==> src/rtl/core/mlp_ram.sv <==
module mlp_ram #(
  parameter int unsigned Width = 16,
  parameter int unsigned Depth = 64
) (
  input  logic                                      clk_i,
  input  logic                                      we_i,
  input  logic [(Depth > 1 ? $clog2(Depth) : 1)-1:0] waddr_i,
  input  logic [Width-1:0]                          wdata_i,
  input  logic [(Depth > 1 ? $clog2(Depth) : 1)-1:0] raddr_i,
  output logic [Width-1:0]                          rdata_o
);

  logic [Width-1:0] mem_q [Depth];

  always_ff @(posedge clk_i) begin
    if (we_i) mem_q[waddr_i] <= wdata_i;
    rdata_o <= mem_q[raddr_i];
  end

endmodule

==> config.mk <==
export PLATFORM = sky130hd
export DESIGN_NAME = mlp_ram
export DESIGN_NICKNAME = d
export VERILOG_FILES = /design/src/rtl/core/mlp_ram.sv
export SDC_FILE = /design/constraint.sdc
export NUM_CORES = 1
export LEC_CHECK = 0
export ABC_CLOCK_PERIOD_IN_PS = 1930
export BUFFER_PORTS_ARGS = -buffer_cell sky130_fd_sc_hd__buf_2
export CAP_MARGIN = 40
export CORE_MARGIN = 4
export CORE_UTILIZATION = 56
export DETAILED_ROUTE_END_ITERATION = 10
export PLACE_DENSITY = 0.75
export SYNTH_ARGS = -nofsm -noshare
export SYNTH_HDL_FRONTEND = slang
export SYNTH_SLANG_ARGS = --single-unit
export TNS_END_PERCENT = 50
==> constraint.sdc <==
create_clock -name clk_i -period 1.93 [get_ports clk_i]
set_input_delay 0.0965 -clock clk_i [delete_from_list [all_inputs] [get_ports clk_i]]
set_output_delay 0.0965 -clock clk_i [all_outputs]
set_load 0.005 [all_outputs]
==> results.json, run 1 <==
{
  "syn_area_sq_mm": 0.04004,
  "cts_setup_buffers": 0,
  "r2r_slack_ns": -0.04,
  "async_flop_share_pct": 0,
  "drt_iter0_drc": 2925,
  "drc_errors": 0,
  "whs_ns": 0.07955,
  "ys_ff_latch": 1040,
  "period_minus_slack_ns": 1.967,
  "path_buf_inv": 1,
  "tightest_slew_ns": 0.7745,
  "reg2reg_depth": 6,
  "core_area_sq_mm": 0.07051,
  "die_w_microns": 275.4,
  "synth-edff-count": 1024,
  "grt_pass1_wl_mm": 140.5,
  "synth_warnings": 0,
  "syn_nets": 1859,
  "fin_crit_sh_pct": 101.9,
  "grt.overflow.total": 0,
  "setup_tns_ns": -0.03698,
  "arrival_ns": 2.48,
  "cts_tree": "built",
  "leakage_nw": 15.26,
  "routabilityCongestion": 0.8893,
  "dp_hpwl_mm": 58.35,
  "insertion_delay_ns": 0.67,
  "n_fill_cell": 4336,
  "critPathLaunchType": "register",
  "initial_core_util_pct": 56.79,
  "worstSetupPathType": "register to register",
  "dp.cells": 2970,
  "fmax_mhz": 508.4,
  "cts_sinks": 1040,
  "syn_to_final_growth_pct": 16.76,
  "die_h_microns": 275.4,
  "final_hold_viol_count": 0,
  "final_common_cell": "edfxtp_1",
  "violations": "negative setup slack",
  "cp_max_fo": 1,
  "grt_pass1_vias": 20710,
  "path_clk_slew_ns": 0.06,
  "seq_area_frac_synth_pct": 77.59,
  "final_cell_mix": "edfxtp_1, mux4_2, buf_4, clkbuf_16, mux2i_1",
  "nets": 2175,
  "crit_chain": "mux4_2, mux2i_1, nand3_1, a31oi_4, buf_4, a311oi_1",
  "drv_cap": 0,
  "grt_max_degree": 65,
  "hold_depth": 3,
  "power_density_mw_per_mm2": 999.5,
  "synth_ff_type": "edfxtp_1",
  "drv_slew": 0,
  "port_buffers": 45,
  "finalPower_mw": 46.73,
  "drive_gt1_share_pct": 32.21,
  "ios": 46,
  "dr.pass1.iters": 5,
  "cp_top_family": "multiplexers",
  "rsz0062_at_grt": "true",
  "setup_viol_count_final": 1,
  "dr_total_vias": 20240,
  "post-place-ws_ns": -0.4914,
  "r2r-start": "mem_q[26][1]",
  "cp-end-kind": "register",
  "hold_path_class": "input port to register",
  "finish.utilization_pct": 66.30,
  "ant_nets": 0,
  "cts_made_buffers": 100,
  "cp_slowest_cell": "mux4_2",
  "clockBufferDepth": 3,
  "dieArea_sq_mm": 0.07585,
  "dpl-instance-area_sq_mm": 0.04331,
  "design_area_sq_mm": 0.04675,
  "post_drt_wl_per_cell_microns": 30.06,
  "synth.avg_cell_area_sq_um": 21.89,
  "r2r_end": "rdata_o[1]",
  "ys_types": 43,
  "vias_per_cell": 6.378,
  "setup_ws_ns": -0.03698,
  "status": "complete, but fails checks",
  "wirelength_mm": 95.38,
  "grt_use_total_pct": 25.65,
  "min_from": "waddr_i[2]",
  "netlist_instances": 1829,
  "worst_ep_required_time_ns": 2.44,
  "rows": 97,
  "antenna_found_initial": 7,
  "min_delay_worst_endpoint": "mem_q[50][6]",
  "cpPeakStageDelay_ns": 0.49,
  "slew_headroom_pct": 48.36,
  "stdcell_count": 3173,
  "h-tree-depth": 3,
  "ir_drop_mv": 0.9439,
  "fin_worst_skew_ns": 0.02691,
  "cts_root_buf": "clkbuf_16"
}
==> area by class of cell <==
type | instances | area (sq um) | share of cell area (%)
flip-flops and latches | 1040 | 31070 | 66.45
well taps | 940 | 1176 | 2.516
clock inverters | 73 | 584.3 | 1.250
diodes | 4 | 10.01 | 0.02141
repair buffers | 318 | 2950 | 6.310
clock buffers | 113 | 2594 | 5.548
multi-input cells | 685 | 8369 | 17.90
==> what timing repair did <==
item,CTS,global route
pin swaps,9,7
endpoints found under the setup margin,6,8
resized for setup,11,9
endpoints found under the hold margin,646,0
hold buffers,15,0
==> worst reg2reg max path, cell delays in order, from the launching register on <==
cell	delay, ns
edfxtp_1	0.40
mux4_2	0.49
mux2i_1	0.24
nand3_1	0.17
a31oi_4	0.29
buf_4	0.18
a311oi_1	0.05
==> cells by family (layout without fill, tap and decap cells) <==
family | after synthesis | in the layout | synth area share [%]
flip-flops | 1040 | 1040 | 77.59
multiplexers | 336 | 336 | 15.52
AND/OR/NAND/NOR | 220 | 220 | 2.647
AO/OA/AOI/OAI | 129 | 129 | 2.409
buffers and inverters | 104 | 504 | 1.831
other | 0 | 4 | 0
==> how the worst max path moves through the flow <==
stage | cells after the start | to | start
after CTS | 7 | rdata_o[0] | mem_q[22][0]
after global routing | 7 | rdata_o[4] | mem_q[17][4]
after floorplan | 4 | mem_q[39][0] | waddr_i[5]
final | 6 | rdata_o[1] | mem_q[26][1]
after detailed placement | 9 | rdata_o[15] | raddr_i[0]
after global placement | 9 | rdata_o[15] | raddr_i[0]
==> cell usage after synthesis, types with 6 or more instances <==
cell type,count,area [sq um]
a211o_1,8,70.07
a211oi_1,8,60.06
a21oi_1,17,85.08
a221o_1,6,60.06
a221oi_1,16,140.1
a22o_1,6,52.55
a22oi_1,39,292.8
a311oi_1,8,70.07
a31oi_1,8,50.05
buf_2,36,180.2
buf_4,13,97.59
buf_6,17,191.4
clkbuf_1,24,90.09
dfxtp_1,16,320.3
edfxtp_1,1024,30750
mux2_2,27,304.0
mux2i_1,85,850.8
mux4_2,220,4955
nand2_1,59,221.5
nand3_1,24,120.1
nand4_1,12,75.07
nor2_1,72,270.3
nor2b_1,30,187.7
==> sequential cells by signal, indices dropped and copies added, names as in the netlist <==
signal   count
mem_q     1024
rdata_o     16
==> routing by layer <==
layer,share of wire (%),track usage [%]
met4,3.8,8.314
met2,49,41.98
met1,37,35.63
met5,0.016,0
met3,9.5,4.885
==> where the power goes <==
group | internal, mW | leakage [nW] | switching [mW] | total [mW]
Clock | 10.7 | 1.56 | 8.22 | 18.9
Sequential | 25.0 | 9.35 | 0.0951 | 25.1
Combinational | 1.14 | 4.34 | 1.55 | 2.69
Total | 36.9 | 15.3 | 9.86 | 46.7
No activity file was read; power rests on OpenSTA's default activity.
==> run 2: changes to the inputs <==
--- a/config.mk
+++ b/config.mk
@@ -9,9 +9,8 @@
 export BUFFER_PORTS_ARGS = -buffer_cell sky130_fd_sc_hd__buf_2
 export CAP_MARGIN = 40
 export CORE_MARGIN = 4
-export CORE_UTILIZATION = 56
+export CORE_UTILIZATION = 30
 export DETAILED_ROUTE_END_ITERATION = 10
-export PLACE_DENSITY = 0.75
 export SYNTH_ARGS = -nofsm -noshare
 export SYNTH_HDL_FRONTEND = slang
 export SYNTH_SLANG_ARGS = --single-unit
==> run 2 against run 1 <==
The run still ends with negative setup slack left; final cell count increased by 26%; global-route usage decreased by 11 points; sequential share of layout area decreased by 2.5 points; first-iteration DRC count decreased by 22%; critical endpoint is now rdata_o[15]; largest cell class unchanged; highest routed layer unchanged.
==> results.json, run 2 (synthesized netlist as in run 1, its figures left out) <==
{
  "grt_pass1_wl_mm": 147.9,
  "worstSetupPathType": "register to register",
  "cp_slowest_cell": "mux4_2",
  "cts_tree": "built",
  "fin_worst_skew_ns": 0.01607,
  "vias_per_cell": 5.032,
  "die_h_microns": 373.3,
  "final_cell_mix": "edfxtp_1, mux4_2, buf_4, clkbuf_16, buf_12",
  "arrival_ns": 2.49,
  "final_common_cell": "edfxtp_1",
  "min_from": "wdata_i[8]",
  "drive_gt1_share_pct": 32.90,
  "worst_ep_required_time_ns": 2.45,
  "hold_path_class": "input port to register",
  "path_clk_slew_ns": 0.06,
  "r2r-start": "mem_q[23][15]",
  "dieArea_sq_mm": 0.1394,
  "setup_ws_ns": -0.03004,
  "grt.overflow.total": 0,
  "largest_reg_flops": 1024,
  "setup_viol_count_final": 1,
  "grt_use_total_pct": 14.36,
  "rsz0062_at_grt": "true",
  "slew_headroom_pct": 39.02,
  "min_delay_worst_endpoint": "mem_q[17][8]",
  "power_density_mw_per_mm2": 982.7,
  "ios": 46,
  "fmax_mhz": 510.2,
  "crit_chain": "mux4_2, mux2i_1, buf_4, a22oi_2, buf_6, a31oi_4, a311oi_1",
  "drv_cap": 0,
  "design_area_sq_mm": 0.04857,
  "hold_depth": 1,
  "leakage_nw": 15.49,
  "routabilityCongestion": 0.8233,
  "drt_iter0_drc": 2295,
  "reg_top3": "mem_q: 1024 flops, rdata_o: 16 flops",
  "dp.cells": 3802,
  "setup_tns_ns": -0.03004,
  "port_buffers": 45,
  "grt_pass1_vias": 20600,
  "ir_drop_mv": 0.6227,
  "antenna_found_initial": 11,
  "reg2reg_depth": 7,
  "fin_crit_sh_pct": 101.6,
  "syn_to_final_growth_pct": 21.30,
  "dr_total_vias": 20130,
  "r2r_end": "rdata_o[15]",
  "tightest_slew_ns": 0.9128,
  "stdcell_count": 4000,
  "cp-end-kind": "register",
  "drv_slew": 0,
  "post_drt_wl_per_cell_microns": 25.52,
  "cts_sinks": 1040,
  "clockBufferDepth": 3,
  "cts_made_buffers": 98,
  "regMostFlops": "mem_q",
  "grt_max_degree": 65,
  "period_minus_slack_ns": 1.960,
  "status": "complete, but fails checks",
  "initial_core_util_pct": 30.34,
  "die_w_microns": 373.3,
  "cp_max_fo": 1,
  "cts_root_buf": "clkbuf_16",
  "finish.utilization_pct": 36.81,
  "nets": 2187,
  "r2r_slack_ns": -0.03,
  "dr.pass1.iters": 5,
  "drc_errors": 0,
  "dpl-instance-area_sq_mm": 0.04495,
  "ant_nets": 0,
  "wirelength_mm": 102.1,
  "critPathLaunchType": "register",
  "dp_hpwl_mm": 64.55,
  "cpPeakStageDelay_ns": 0.52,
  "violations": "negative setup slack",
  "h-tree-depth": 3,
  "final_hold_viol_count": 0,
  "core_area_sq_mm": 0.1320,
  "rows": 133,
  "insertion_delay_ns": 0.67
}
## run 2: what timing repair did
action | CTS | global route
buffers inserted | 0 | 0
gates resized for setup | 21 | 11
hold buffers | 10 | 1
pin swaps | 8 | 2
endpoints found under the setup margin | 9 | 9
hold endpoints to repair | 369 | 39
## run 2: per-layer routing
metal / wire (microns) / GRT usage (%) / up-vias
li1: - / - / 8359
met1: 43950 / 20.62 / 10860
met2: 48660 / 22.89 / 782
met3: 7695 / 2.636 / 119
met4: 1749 / 3.145 / 2
met5: 13 / 0 / -
## run 2: area by class of cell
class	instances	area, sq um
well taps	1755	2196
clock buffers	117	2597
clock inverters	63	685.7
diodes	8	20.02
repair buffers	332	3573
flip-flops and latches	1040	31070
multi-input cells	685	8429
fillers	11850	83390
## run 2: stage by stage
stage          power (mW)  hold WS [ns]  setup slack (ns)
3_5_place_dp        28.34        0.4949           -0.6140
4_1_cts             48.08      0.009532          -0.02585
6_report            47.73       0.02459          -0.03004
2_1_floorplan       26.82        0.1954           -0.1243
3_3_place_gp        28.28        0.4963           -0.6432
5_1_grt             49.26       0.02748           -0.1235
## run 2: critical path: cells and delay by family (launching register included)
kind	cells	cell delay [ns]
DFF	1	0.36
AOI/OAI and AO/OA	3	0.43
muxes	2	0.69
buffers and inverters	2	0.33
## run 2: how the worst max path moves through the flow
stage	startpoint	endpoint	slack, ns	cells after the start
finish	mem_q[23][15]	rdata_o[15]	-0.03	7
global route	mem_q[23][15]	rdata_o[15]	-0.12	7
CTS	mem_q[23][15]	rdata_o[15]	-0.03	7
detailed placement	raddr_i[1]	rdata_o[15]	-0.61	9
global placement	raddr_i[1]	rdata_o[15]	-0.64	9
floorplan	waddr_i[5]	mem_q[39][0]	-0.12	4
## run 2: where the power goes
part | leakage [nW] | switching (mW) | internal (mW)
sequential | 9.35 | 0.0948 | 25.0
clock | 1.61 | 8.24 | 11.6
combinational | 4.54 | 1.59 | 1.23
