<file path="src/rtl/core/mlp_cell.sv">
module mlp_cell #(
  parameter int unsigned Width = 22
) (
  input  logic                    clk_i,
  input  logic                    en_i,
  input  logic signed [Width-1:0] d_i,
  output logic signed [Width-1:0] q_o
);

  logic signed [Width-1:0] acc_q;

  always_ff @(posedge clk_i) begin
    if (en_i) acc_q <= d_i;
  end

  assign q_o = acc_q;

endmodule

</file>
<file path="config.mk">
export PLATFORM = sky130hd
export DESIGN_NAME = mlp_cell
export DESIGN_NICKNAME = d
export VERILOG_FILES = /design/src/rtl/core/mlp_cell.sv
export SDC_FILE = /design/constraint.sdc
export NUM_CORES = 1
export LEC_CHECK = 0
export BUFFER_PORTS_ARGS = -buffer_cell sky130_fd_sc_hd__buf_2
export CAP_MARGIN = 20
export CORE_MARGIN = 2
export CORE_UTILIZATION = 35
export DETAILED_ROUTE_END_ITERATION = 7
export PLACE_DENSITY = 0.73
export SLEW_MARGIN = 20
export SYNTH_ARGS = -nofsm -noshare
export SYNTH_HDL_FRONTEND = slang
export SYNTH_SLANG_ARGS = --single-unit
</file>
<file path="constraint.sdc">
create_clock -name clk_i -period 0.8 [get_ports clk_i]
set_input_delay 0.12 -clock clk_i [delete_from_list [all_inputs] [get_ports clk_i]]
set_output_delay 0.12 -clock clk_i [all_outputs]
set_load 0.05 [all_outputs]
</file>
==> results of run 1 <==
==> cell type report <==
cell class | count | area, µm² | share of cell area
clock buffer | 3 | 22.5 | 0.0171
sequential | 22 | 661 | 0.501
tap | 25 | 31.3 | 0.0237
timing repair buffer | 68 | 603 | 0.458
==> Yosys cell counts <==
cell / instances
edfxtp_1: 22
==> per-layer routing <==
| metal | wire length (µm) | up-vias |
|---|---|---|
| li1 | - | 232 |
| met1 | 692 | 279 |
| met2 | 1130 | 18 |
| met3 | 45 | 9 |
| met4 | 84 | 0 |
| met5 | 0 | - |
==> what timing repair did <==
action	CTS	global route
setup endpoints to repair	22	22
gates resized for setup	44	0
hold buffers	17	5
pin swaps	0	0
hold endpoints to repair	17	5
==> per-stage QoR <==
stage | hold slack (ns) | cell area (µm²) | power, mW | TNS (ns)
floorplan | 0.219 | 661 | 1.74 | 0
global placement | 0.297 | 937 | 1.90 | 0
detailed placement | 0.298 | 937 | 1.91 | 0
CTS | 0.000893 | 1270 | 2.55 | -4.07
global route | 0.221 | 1320 | 2.66 | -5.08
finish | 0.215 | 1320 | 2.58 | -4.28
==> how the worst max path moves through the flow <==
stage                     startpoint  cells after the start  slack, ns       to
after floorplan               q_o[0]                      0       0.08   q_o[0]
after global placement       q_o[21]                      1       0.11  q_o[21]
after detailed placement      q_o[7]                      1        0.1   q_o[7]
after CTS                    q_o[21]                      1      -0.20  q_o[21]
after global routing         q_o[13]                      1      -0.26  q_o[13]
final                         q_o[0]                      1      -0.23   q_o[0]
==> kinds of logic (layout without fill, tap and decap cells) <==
group	after synthesis	after routing
flops	22	22
buf+inv	0	71
==> power by group <==
| part | switching [mW] | leakage (nW) | total (mW) | internal [mW] |
|---|---|---|---|---|
| registers | 0.0456 | 0.215 | 1.42 | 1.37 |
| clock network | 0.303 | 0.0138 | 0.478 | 0.176 |
| logic | 0.407 | 0.325 | 0.688 | 0.281 |
| total | 0.755 | 0.554 | 2.58 | 1.83 |
==> summary.txt, run 1 <==
Finish
  • Multi-input gates: 0
  • Area of the multi-input gates: 0 µm²
  • Finished Core Util: 0.755
  • NumNets Final: 119
  • Share of layout cells above drive strength 1: 0.527
  • Commonest non-fill, non-tap cell in the layout: buf_2
  • Non-Filler Instances: 118
  • Max FFs per register: 22
  • Diodes inserted: 0
  • Most frequent cells in the layout: buf_2, dlygate4sd3_1, buf_6, edfxtp_1, clkbuf_4
  • Area grow syn2layout: 99.4%
  • Fillers: 112

Hold path
  • Hold EP: q_o[0]
  • Hold path depth: 2
  • Hold Crit Start: en_i
  • HP Class: in -> reg

Synth
  • Synthesized instance count: 22
  • Yosys cell types: 1
  • Synth Area in XOR/XNOR: 0
  • Area share of the largest cell type after synthesis: 1.00
  • Top post-synthesis cells by area: edfxtp_1
  • Yosys reg bits: 22
  • Post-synthesis sequential area ratio: 1.00
  • Yosys top cell by area: edfxtp_1
  • Syn Area/Cell: 30.0 µm²
  • Mapped Area: 661 µm²
  • Mux contribution to synthesized area: 0
  • Syn_nets: 46
  • Synth Area in Simple Gates: 0
  • Compound-cell area share of the yosys netlist: 0
  • Adder-Cell Fraction of Synth Area: 0
  • Synthesis Warnings: 0

Place
  • Dpl cells: 93
  • Setup WS pre-CTS: 0.0993 ns
  • Routability cong.: 0.695
  • I/O Buffers: 45

Clock network
  • Post-CTS setup buffers: 0
  • Total CTS buffers: 3
  • CTS tree: built
  • Clk buf depth: 2
  • Clock Root Buffer: clkbuf_4
  • Clk slew on worst S/H paths: 0.11 ns
  • Clock H-tree levels: 1
  • Clk sinks: 22

Critical path
  • Critical path's top delay family: flip-flops
  • Crit end category: output pin
  • Critical path, cell by cell: buf_6
  • Worst path bufs/invs: 1
  • Critical path's slowest cell: edfxtp_1
  • CP startpoint kind: flop
  • WP data required: 0.68 ns
  • Crit path DAT: 0.91 ns
  • Setup CP Type: reg -> out
  • Slowest stage delay, CP: 0.43 ns
  • Critical path fanouts, max: 1

STA
  • Slew Viols, Final: 0
  • Final number of hold-violating endpoints: 0
  • Final Cycle Share: 1.29
  • RSZ-0062 raised after global routing: yes
  • Tightest Pin Transition: 0.122 ns
  • Final worst slack: -0.229 ns
  • Rel. slew slack: 0.919
  • Final Setup Violations: 22
  • Final min period: 1.03 ns
  • Max Clk Rate: 972 MHz

Global route
  • GRT overflow: 0
  • GR Util met1: 0.234
  • Total track usage: 0.180
  • Busiest metal layer after global routing: met2
  • First-pass GRT wire length: 2530 µm
  • Met2 Track Usage GR: 0.273
  • Largest net degree at the start of global routing: 23
  • Vias in the first global route: 482
  • M3 GR Usage: 0.0377
  • Antenna violations before repair: 0

Floorplanning
  • Die width: 47.4 µm
  • Core area: 0.00175 mm²
  • Die area: 0.00225 mm²
  • # rows: 15
  • Initial Utilization: 0.378
  • Die Span Y: 47.4 µm
  • I/O Pins: 46

Job
  • Max-cap violations: 0

Detailed routing
  • WL final: 1950 µm
  • Vias/cell: 4.56
  • Via count: 538
  • WL/cell: 16.5 µm
  • Post-DRT Antenna Nets: 0
  • First DRT Iteration DRCs: 7
  • TritonRoute pass-1 iters: 4
  • DRC: 0

Power
  • PD cells: 1960 mW/mm²
  • Leakage: 0.554 nW
  • VDD IR-drop max: 1130 µV

Outcome
  • Failing checks: negative setup slack
  • Status: complete, but fails checks
Note: power is estimated with default switching activity, not from simulation.
==> inputs of run 2 (changes only) <==
--- a/config.mk
+++ b/config.mk
@@ -7,6 +7,7 @@
 export LEC_CHECK = 0
 export BUFFER_PORTS_ARGS = -buffer_cell sky130_fd_sc_hd__buf_2
 export CAP_MARGIN = 20
+export CORE_ASPECT_RATIO = 0.8
 export CORE_MARGIN = 2
 export CORE_UTILIZATION = 35
 export DETAILED_ROUTE_END_ITERATION = 7
==> run 2 against run 1 <==
  * The run still ends with negative setup slack left
  * Worst hold slack better by 0.0064 ns
  * Sequential power hardly changed
  * Final area is 2.2% higher
  * Worst setup slack improved by 0.015 ns
  * Count of clock-buffer cells in the layout did not move
  * Final cell count unchanged
  * First-iteration DRC count decreased by 57%
  * Non-clock buffer count unchanged
==> summary.txt, run 2 (synthesized netlist as in run 1, its figures left out) <==
Outcome
  • Status: complete, but fails checks
  • Failing checks: negative setup slack

Detailed routing
  • WL met1: 621 µm
  • DRC: 0
  • Vias/cell: 4.07
  • Top layer in use: met4
  • Met2 routed WL: 862 µm
  • Post-DRT Antenna Nets: 0
  • WL final: 1540 µm
  • WL/cell: 13.0 µm
  • Via count: 480
  • TritonRoute pass-1 iters: 4
  • First DRT Iteration DRCs: 3
  • WL met3: 32 µm

STA
  • Rel. slew slack: 0.921
  • Final hold slack: 0.221 ns
  • Final worst slack: -0.214 ns
  • Final Cycle Share: 1.27
  • Tightest Pin Transition: 0.119 ns
  • RSZ-0062 raised after global routing: yes
  • Max Clk Rate: 986 MHz
  • Slew Viols, Final: 0
  • Final number of hold-violating endpoints: 0
  • Final min period: 1.01 ns
  • Final Setup Violations: 22

Power
  • VDD IR-drop max: 1400 µV
  • Leakage: 0.568 nW
  • Total power: 2.91 mW
  • PD cells: 2160 mW/mm²

Global route
  • First-pass GRT wire length: 2250 µm
  • Vias in the first global route: 468
  • GRT overflow: 0
  • Antenna violations before repair: 0
  • Largest net degree at the start of global routing: 23
  • Total track usage: 0.149

Hold path
  • HP Class: in -> reg

Clock network
  • Clock H-tree levels: 1
  • Clk sinks: 22
  • CTS tree: built
  • Clock Root Buffer: clkbuf_4
  • Clk slew on worst S/H paths: 0.12 ns
  • Clk buf depth: 2
  • Total CTS buffers: 3
  • Post-CTS setup buffers: 0

Finish
  • Share of layout cells above drive strength 1: 0.532
  • Commonest non-fill, non-tap cell in the layout: buf_2
  • Diodes inserted: 0
  • NumNets Final: 119
  • Area grow syn2layout: 104%
  • Multi-input gates: 0
  • Finished Core Util: 0.739
  • Max FFs per register: 22
  • Most frequent cells in the layout: buf_2, dlygate4sd3_1, buf_6, edfxtp_1, clkbuf_4
  • Area of the multi-input gates: 0 µm²

Job
  • Max-cap violations: 0

Critical path
  • Critical path fanouts, max: 1
  • Crit path depth: 1
  • Crit path DAT: 0.89 ns
  • Worst path bufs/invs: 1
  • Slowest stage delay, CP: 0.42 ns
  • Crit end category: output pin
  • WP data required: 0.68 ns
  • Crit path to: q_o[5]
  • Critical path's slowest cell: edfxtp_1
  • Critical path, cell by cell: buf_6
  • Setup CP Type: reg -> out
  • Worst setup path start: q_o[5]
  • Critical path's top delay family: flip-flops
  • CP startpoint kind: flop

Floorplanning
  • Die area: 0.00225 mm²
  • Initial Utilization: 0.363
  • Die width: 52.6 µm
  • # rows: 14
  • Core area: 0.00182 mm²
  • I/O Pins: 46
  • Die Span Y: 42.9 µm

Place
  • Routability cong.: 0.623
  • I/O Buffers: 45
## run 2: cell count changes in the layout (fill, tap and decap cells not counted)
cell       before  now
bufinv_16       0    1
## run 2: worst min path at each step
stage                        from      end  slack, ns  cells after the start
after CTS                  d_i[5]   q_o[5]     0.0004                      1
after floorplan            d_i[0]   q_o[0]       0.22                      0
after global routing         en_i  q_o[15]       0.21                      2
after global placement    d_i[17]  q_o[17]       0.30                      1
final                        en_i  q_o[15]       0.22                      2
after detailed placement  d_i[18]  q_o[18]       0.30                      1
## run 2: final cells by class
| cell class | count | area (µm²) |
|---|---|---|
| flip-flops and latches | 22 | 661 |
| well taps | 24 | 30.0 |
| clock inverters | 1 | 30.0 |
| clock buffers | 3 | 22.5 |
| repair buffers | 68 | 603 |
| fillers | 116 | 475 |
## run 2: timing repair
action,in CTS,in global routing
gates resized for setup,44,0
setup endpoints to repair,22,22
pin swaps,0,0
hold buffers,20,2
hold endpoints to repair,20,2
## run 2: routing by layer
metal / up-vias / global-route usage
met4: 0 / 0.0923
met2: 10 / 0.253
met5: - / 0
met3: 2 / 0.0211
met1: 234 / 0.177
li1: 234 / -
## run 2: power breakdown
group | total, mW | switching, mW | internal [mW]
Sequential | 1.41 | 0.0417 | 1.37
Combinational | 0.680 | 0.399 | 0.281
Clock | 0.817 | 0.311 | 0.506
## run 2: per-stage QoR
stage          instances  setup TNS (ns)  setup slack (ns)  instance area (µm²)
2_1_floorplan         22               0            0.0794                  661
3_3_place_gp          92               0             0.112                  936
3_5_place_dp          92               0            0.0948                  936
4_1_cts              116           -4.27            -0.225                 1330
5_1_grt              118           -5.17            -0.270                 1350
6_report             118           -4.10            -0.214                 1350
==> inputs of run 3 (changes only) <==
--- a/config.mk
+++ b/config.mk
@@ -12,6 +12,7 @@
 export CORE_UTILIZATION = 35
 export DETAILED_ROUTE_END_ITERATION = 7
 export PLACE_DENSITY = 0.73
+export RECOVER_POWER = 50
 export SLEW_MARGIN = 20
 export SYNTH_ARGS = -nofsm -noshare
 export SYNTH_HDL_FRONTEND = slang
==> run 3 against run 2 <==
  * Maximum frequency is 0.43% lower
  * Largest power group unchanged
  * Wire length rose by 1.2%
  * Critical endpoint unchanged
  * Utilization decreased by 0.82 points
  * Critical path depth is the same
  * The flow still finishes with violations (negative setup slack)
  * Final cell count unchanged
==> summary.txt, run 3 (synthesized netlist as in run 1, its figures left out) <==
Outcome
  • Status: complete, but fails checks
  • Failing checks: negative setup slack

STA
  • Final min period: 1.02 ns
  • Max Clk Rate: 982 MHz
  • Final worst slack: -0.219 ns
  • Rel. slew slack: 0.648
  • Final Cycle Share: 1.27
  • Tightest Pin Transition: 0.528 ns
  • Final Setup Violations: 22
  • Final number of hold-violating endpoints: 0
  • Slew Viols, Final: 0
  • RSZ-0062 raised after global routing: yes
  • Setup TNS Final: -4.13 ns

Clock network
  • Clock H-tree levels: 1
  • Post-CTS setup buffers: 0
  • Clk sinks: 22
  • CTS tree: built
  • Clk buf depth: 2
  • Clock Root Buffer: clkbuf_4
  • Total CTS buffers: 3
  • Clk slew on worst S/H paths: 0.12 ns

Finish
  • Max FFs per register: 22
  • Non-Filler Instances: 118
  • Commonest non-fill, non-tap cell in the layout: buf_2
  • Area of the multi-input gates: 0 µm²
  • Area grow syn2layout: 102%
  • Fillers: 118
  • Multi-input gates: 0
  • Share of layout cells above drive strength 1: 0.532
  • Most frequent cells in the layout: buf_2, dlygate4sd3_1, buf_6, edfxtp_1, clkbuf_4
  • Diodes inserted: 0
  • NumNets Final: 119

Detailed routing
  • DRC: 0
  • Vias/cell: 4.02
  • TritonRoute pass-1 iters: 4
  • WL/cell: 13.2 µm
  • First DRT Iteration DRCs: 3
  • Post-DRT Antenna Nets: 0
  • Via count: 474
  • WL final: 1560 µm

Floorplanning
  • Initial Utilization: 0.363
  • Die area: 0.00225 mm²
  • I/O Pins: 46
  • Die Span Y: 42.9 µm
  • Die width: 52.6 µm
  • Core area: 0.00182 mm²
  • # rows: 14

Global route
  • Antenna violations before repair: 0
  • Total track usage: 0.149
  • GRT overflow: 0
  • Vias in the first global route: 468
  • First-pass GRT wire length: 2250 µm
  • Largest net degree at the start of global routing: 23

Critical path
  • Critical path, cell by cell: buf_6
  • Critical path's top delay family: flip-flops
  • Worst path bufs/invs: 1
  • Crit path DAT: 0.90 ns
  • Worst setup path start: q_o[5]
  • Setup CP Type: reg -> out
  • CP startpoint kind: flop
  • Critical path fanouts, max: 1
  • Crit path depth: 1
  • Critical path's slowest cell: edfxtp_1
  • WP data required: 0.68 ns
  • Crit end category: output pin
  • Crit path to: q_o[5]
  • Slowest stage delay, CP: 0.43 ns

Place
  • Dpl cells: 92
  • Routability cong.: 0.623
  • I/O Buffers: 45

Hold path
  • HP Class: in -> reg
  • Hold Crit Start: en_i

Power
  • PD cells: 2180 mW/mm²
  • VDD IR-drop max: 1400 µV
  • Leakage: 0.563 nW

Job
  • Max-cap violations: 0
[run 3: cell types whose count changed in the layout (fill, tap and decap cells not counted)]
cell	change
buf_12	-1
clkbuf_2	+1
[run 3: metrics by stage]
| step | cell area (µm²) | util | worst slack (ns) | hold slack [ns] | power (mW) |
|---|---|---|---|---|---|
| 2_1_floorplan | 661 | - | 0.0794 | 0.219 | 1.74 |
| 5_1_grt | 1330 | 0.731 | -0.270 | 0.505 | 3.00 |
| 3_5_place_dp | 936 | 0.514 | 0.0948 | 0.298 | 1.91 |
| 6_report | 1330 | 0.731 | -0.219 | 0.519 | 2.90 |
| 3_3_place_gp | 936 | 0.514 | 0.112 | 0.297 | 1.90 |
| 4_1_cts | 1330 | 0.728 | -0.225 | 0.000448 | 2.92 |
[run 3: power by group]
part	internal [mW]	total, mW	switching, mW
sequential	1.37	1.41	0.0419
clock	0.506	0.820	0.314
combinational	0.272	0.670	0.398
[run 3: layer usage]
layer / GRT usage / vias up / routed length [µm] / part of all wire
met1: 0.177 / 228 / 625 / 0.40
met4: 0.0923 / 0 / 21 / 0.013
met5: 0 / - / 0 / 0
met3: 0.0211 / 2 / 32 / 0.021
li1: - / 234 / - / -
met2: 0.253 / 10 / 876 / 0.56
[run 3: layout make-up]
cell class            count  area, µm²  area share
sequential               22        661       0.496
clock buffer              3       22.5      0.0169
timing repair buffer     68        588       0.442
clock inverter            1       30.0      0.0226
tap                      24       30.0      0.0226
[run 3: repair_timing]
action,in CTS,in global routing
hold buffers,20,2
gates resized for setup,44,0
pin swaps,0,0
hold endpoints to repair,20,2
endpoints found under the setup margin,22,22
[run 3: worst min path at each step]
stage,endpoint,cells after the start
after floorplan,q_o[0],0
after global placement,q_o[17],1
after detailed placement,q_o[18],1
after CTS,q_o[5],1
after global routing,q_o[7],2
final,q_o[15],2
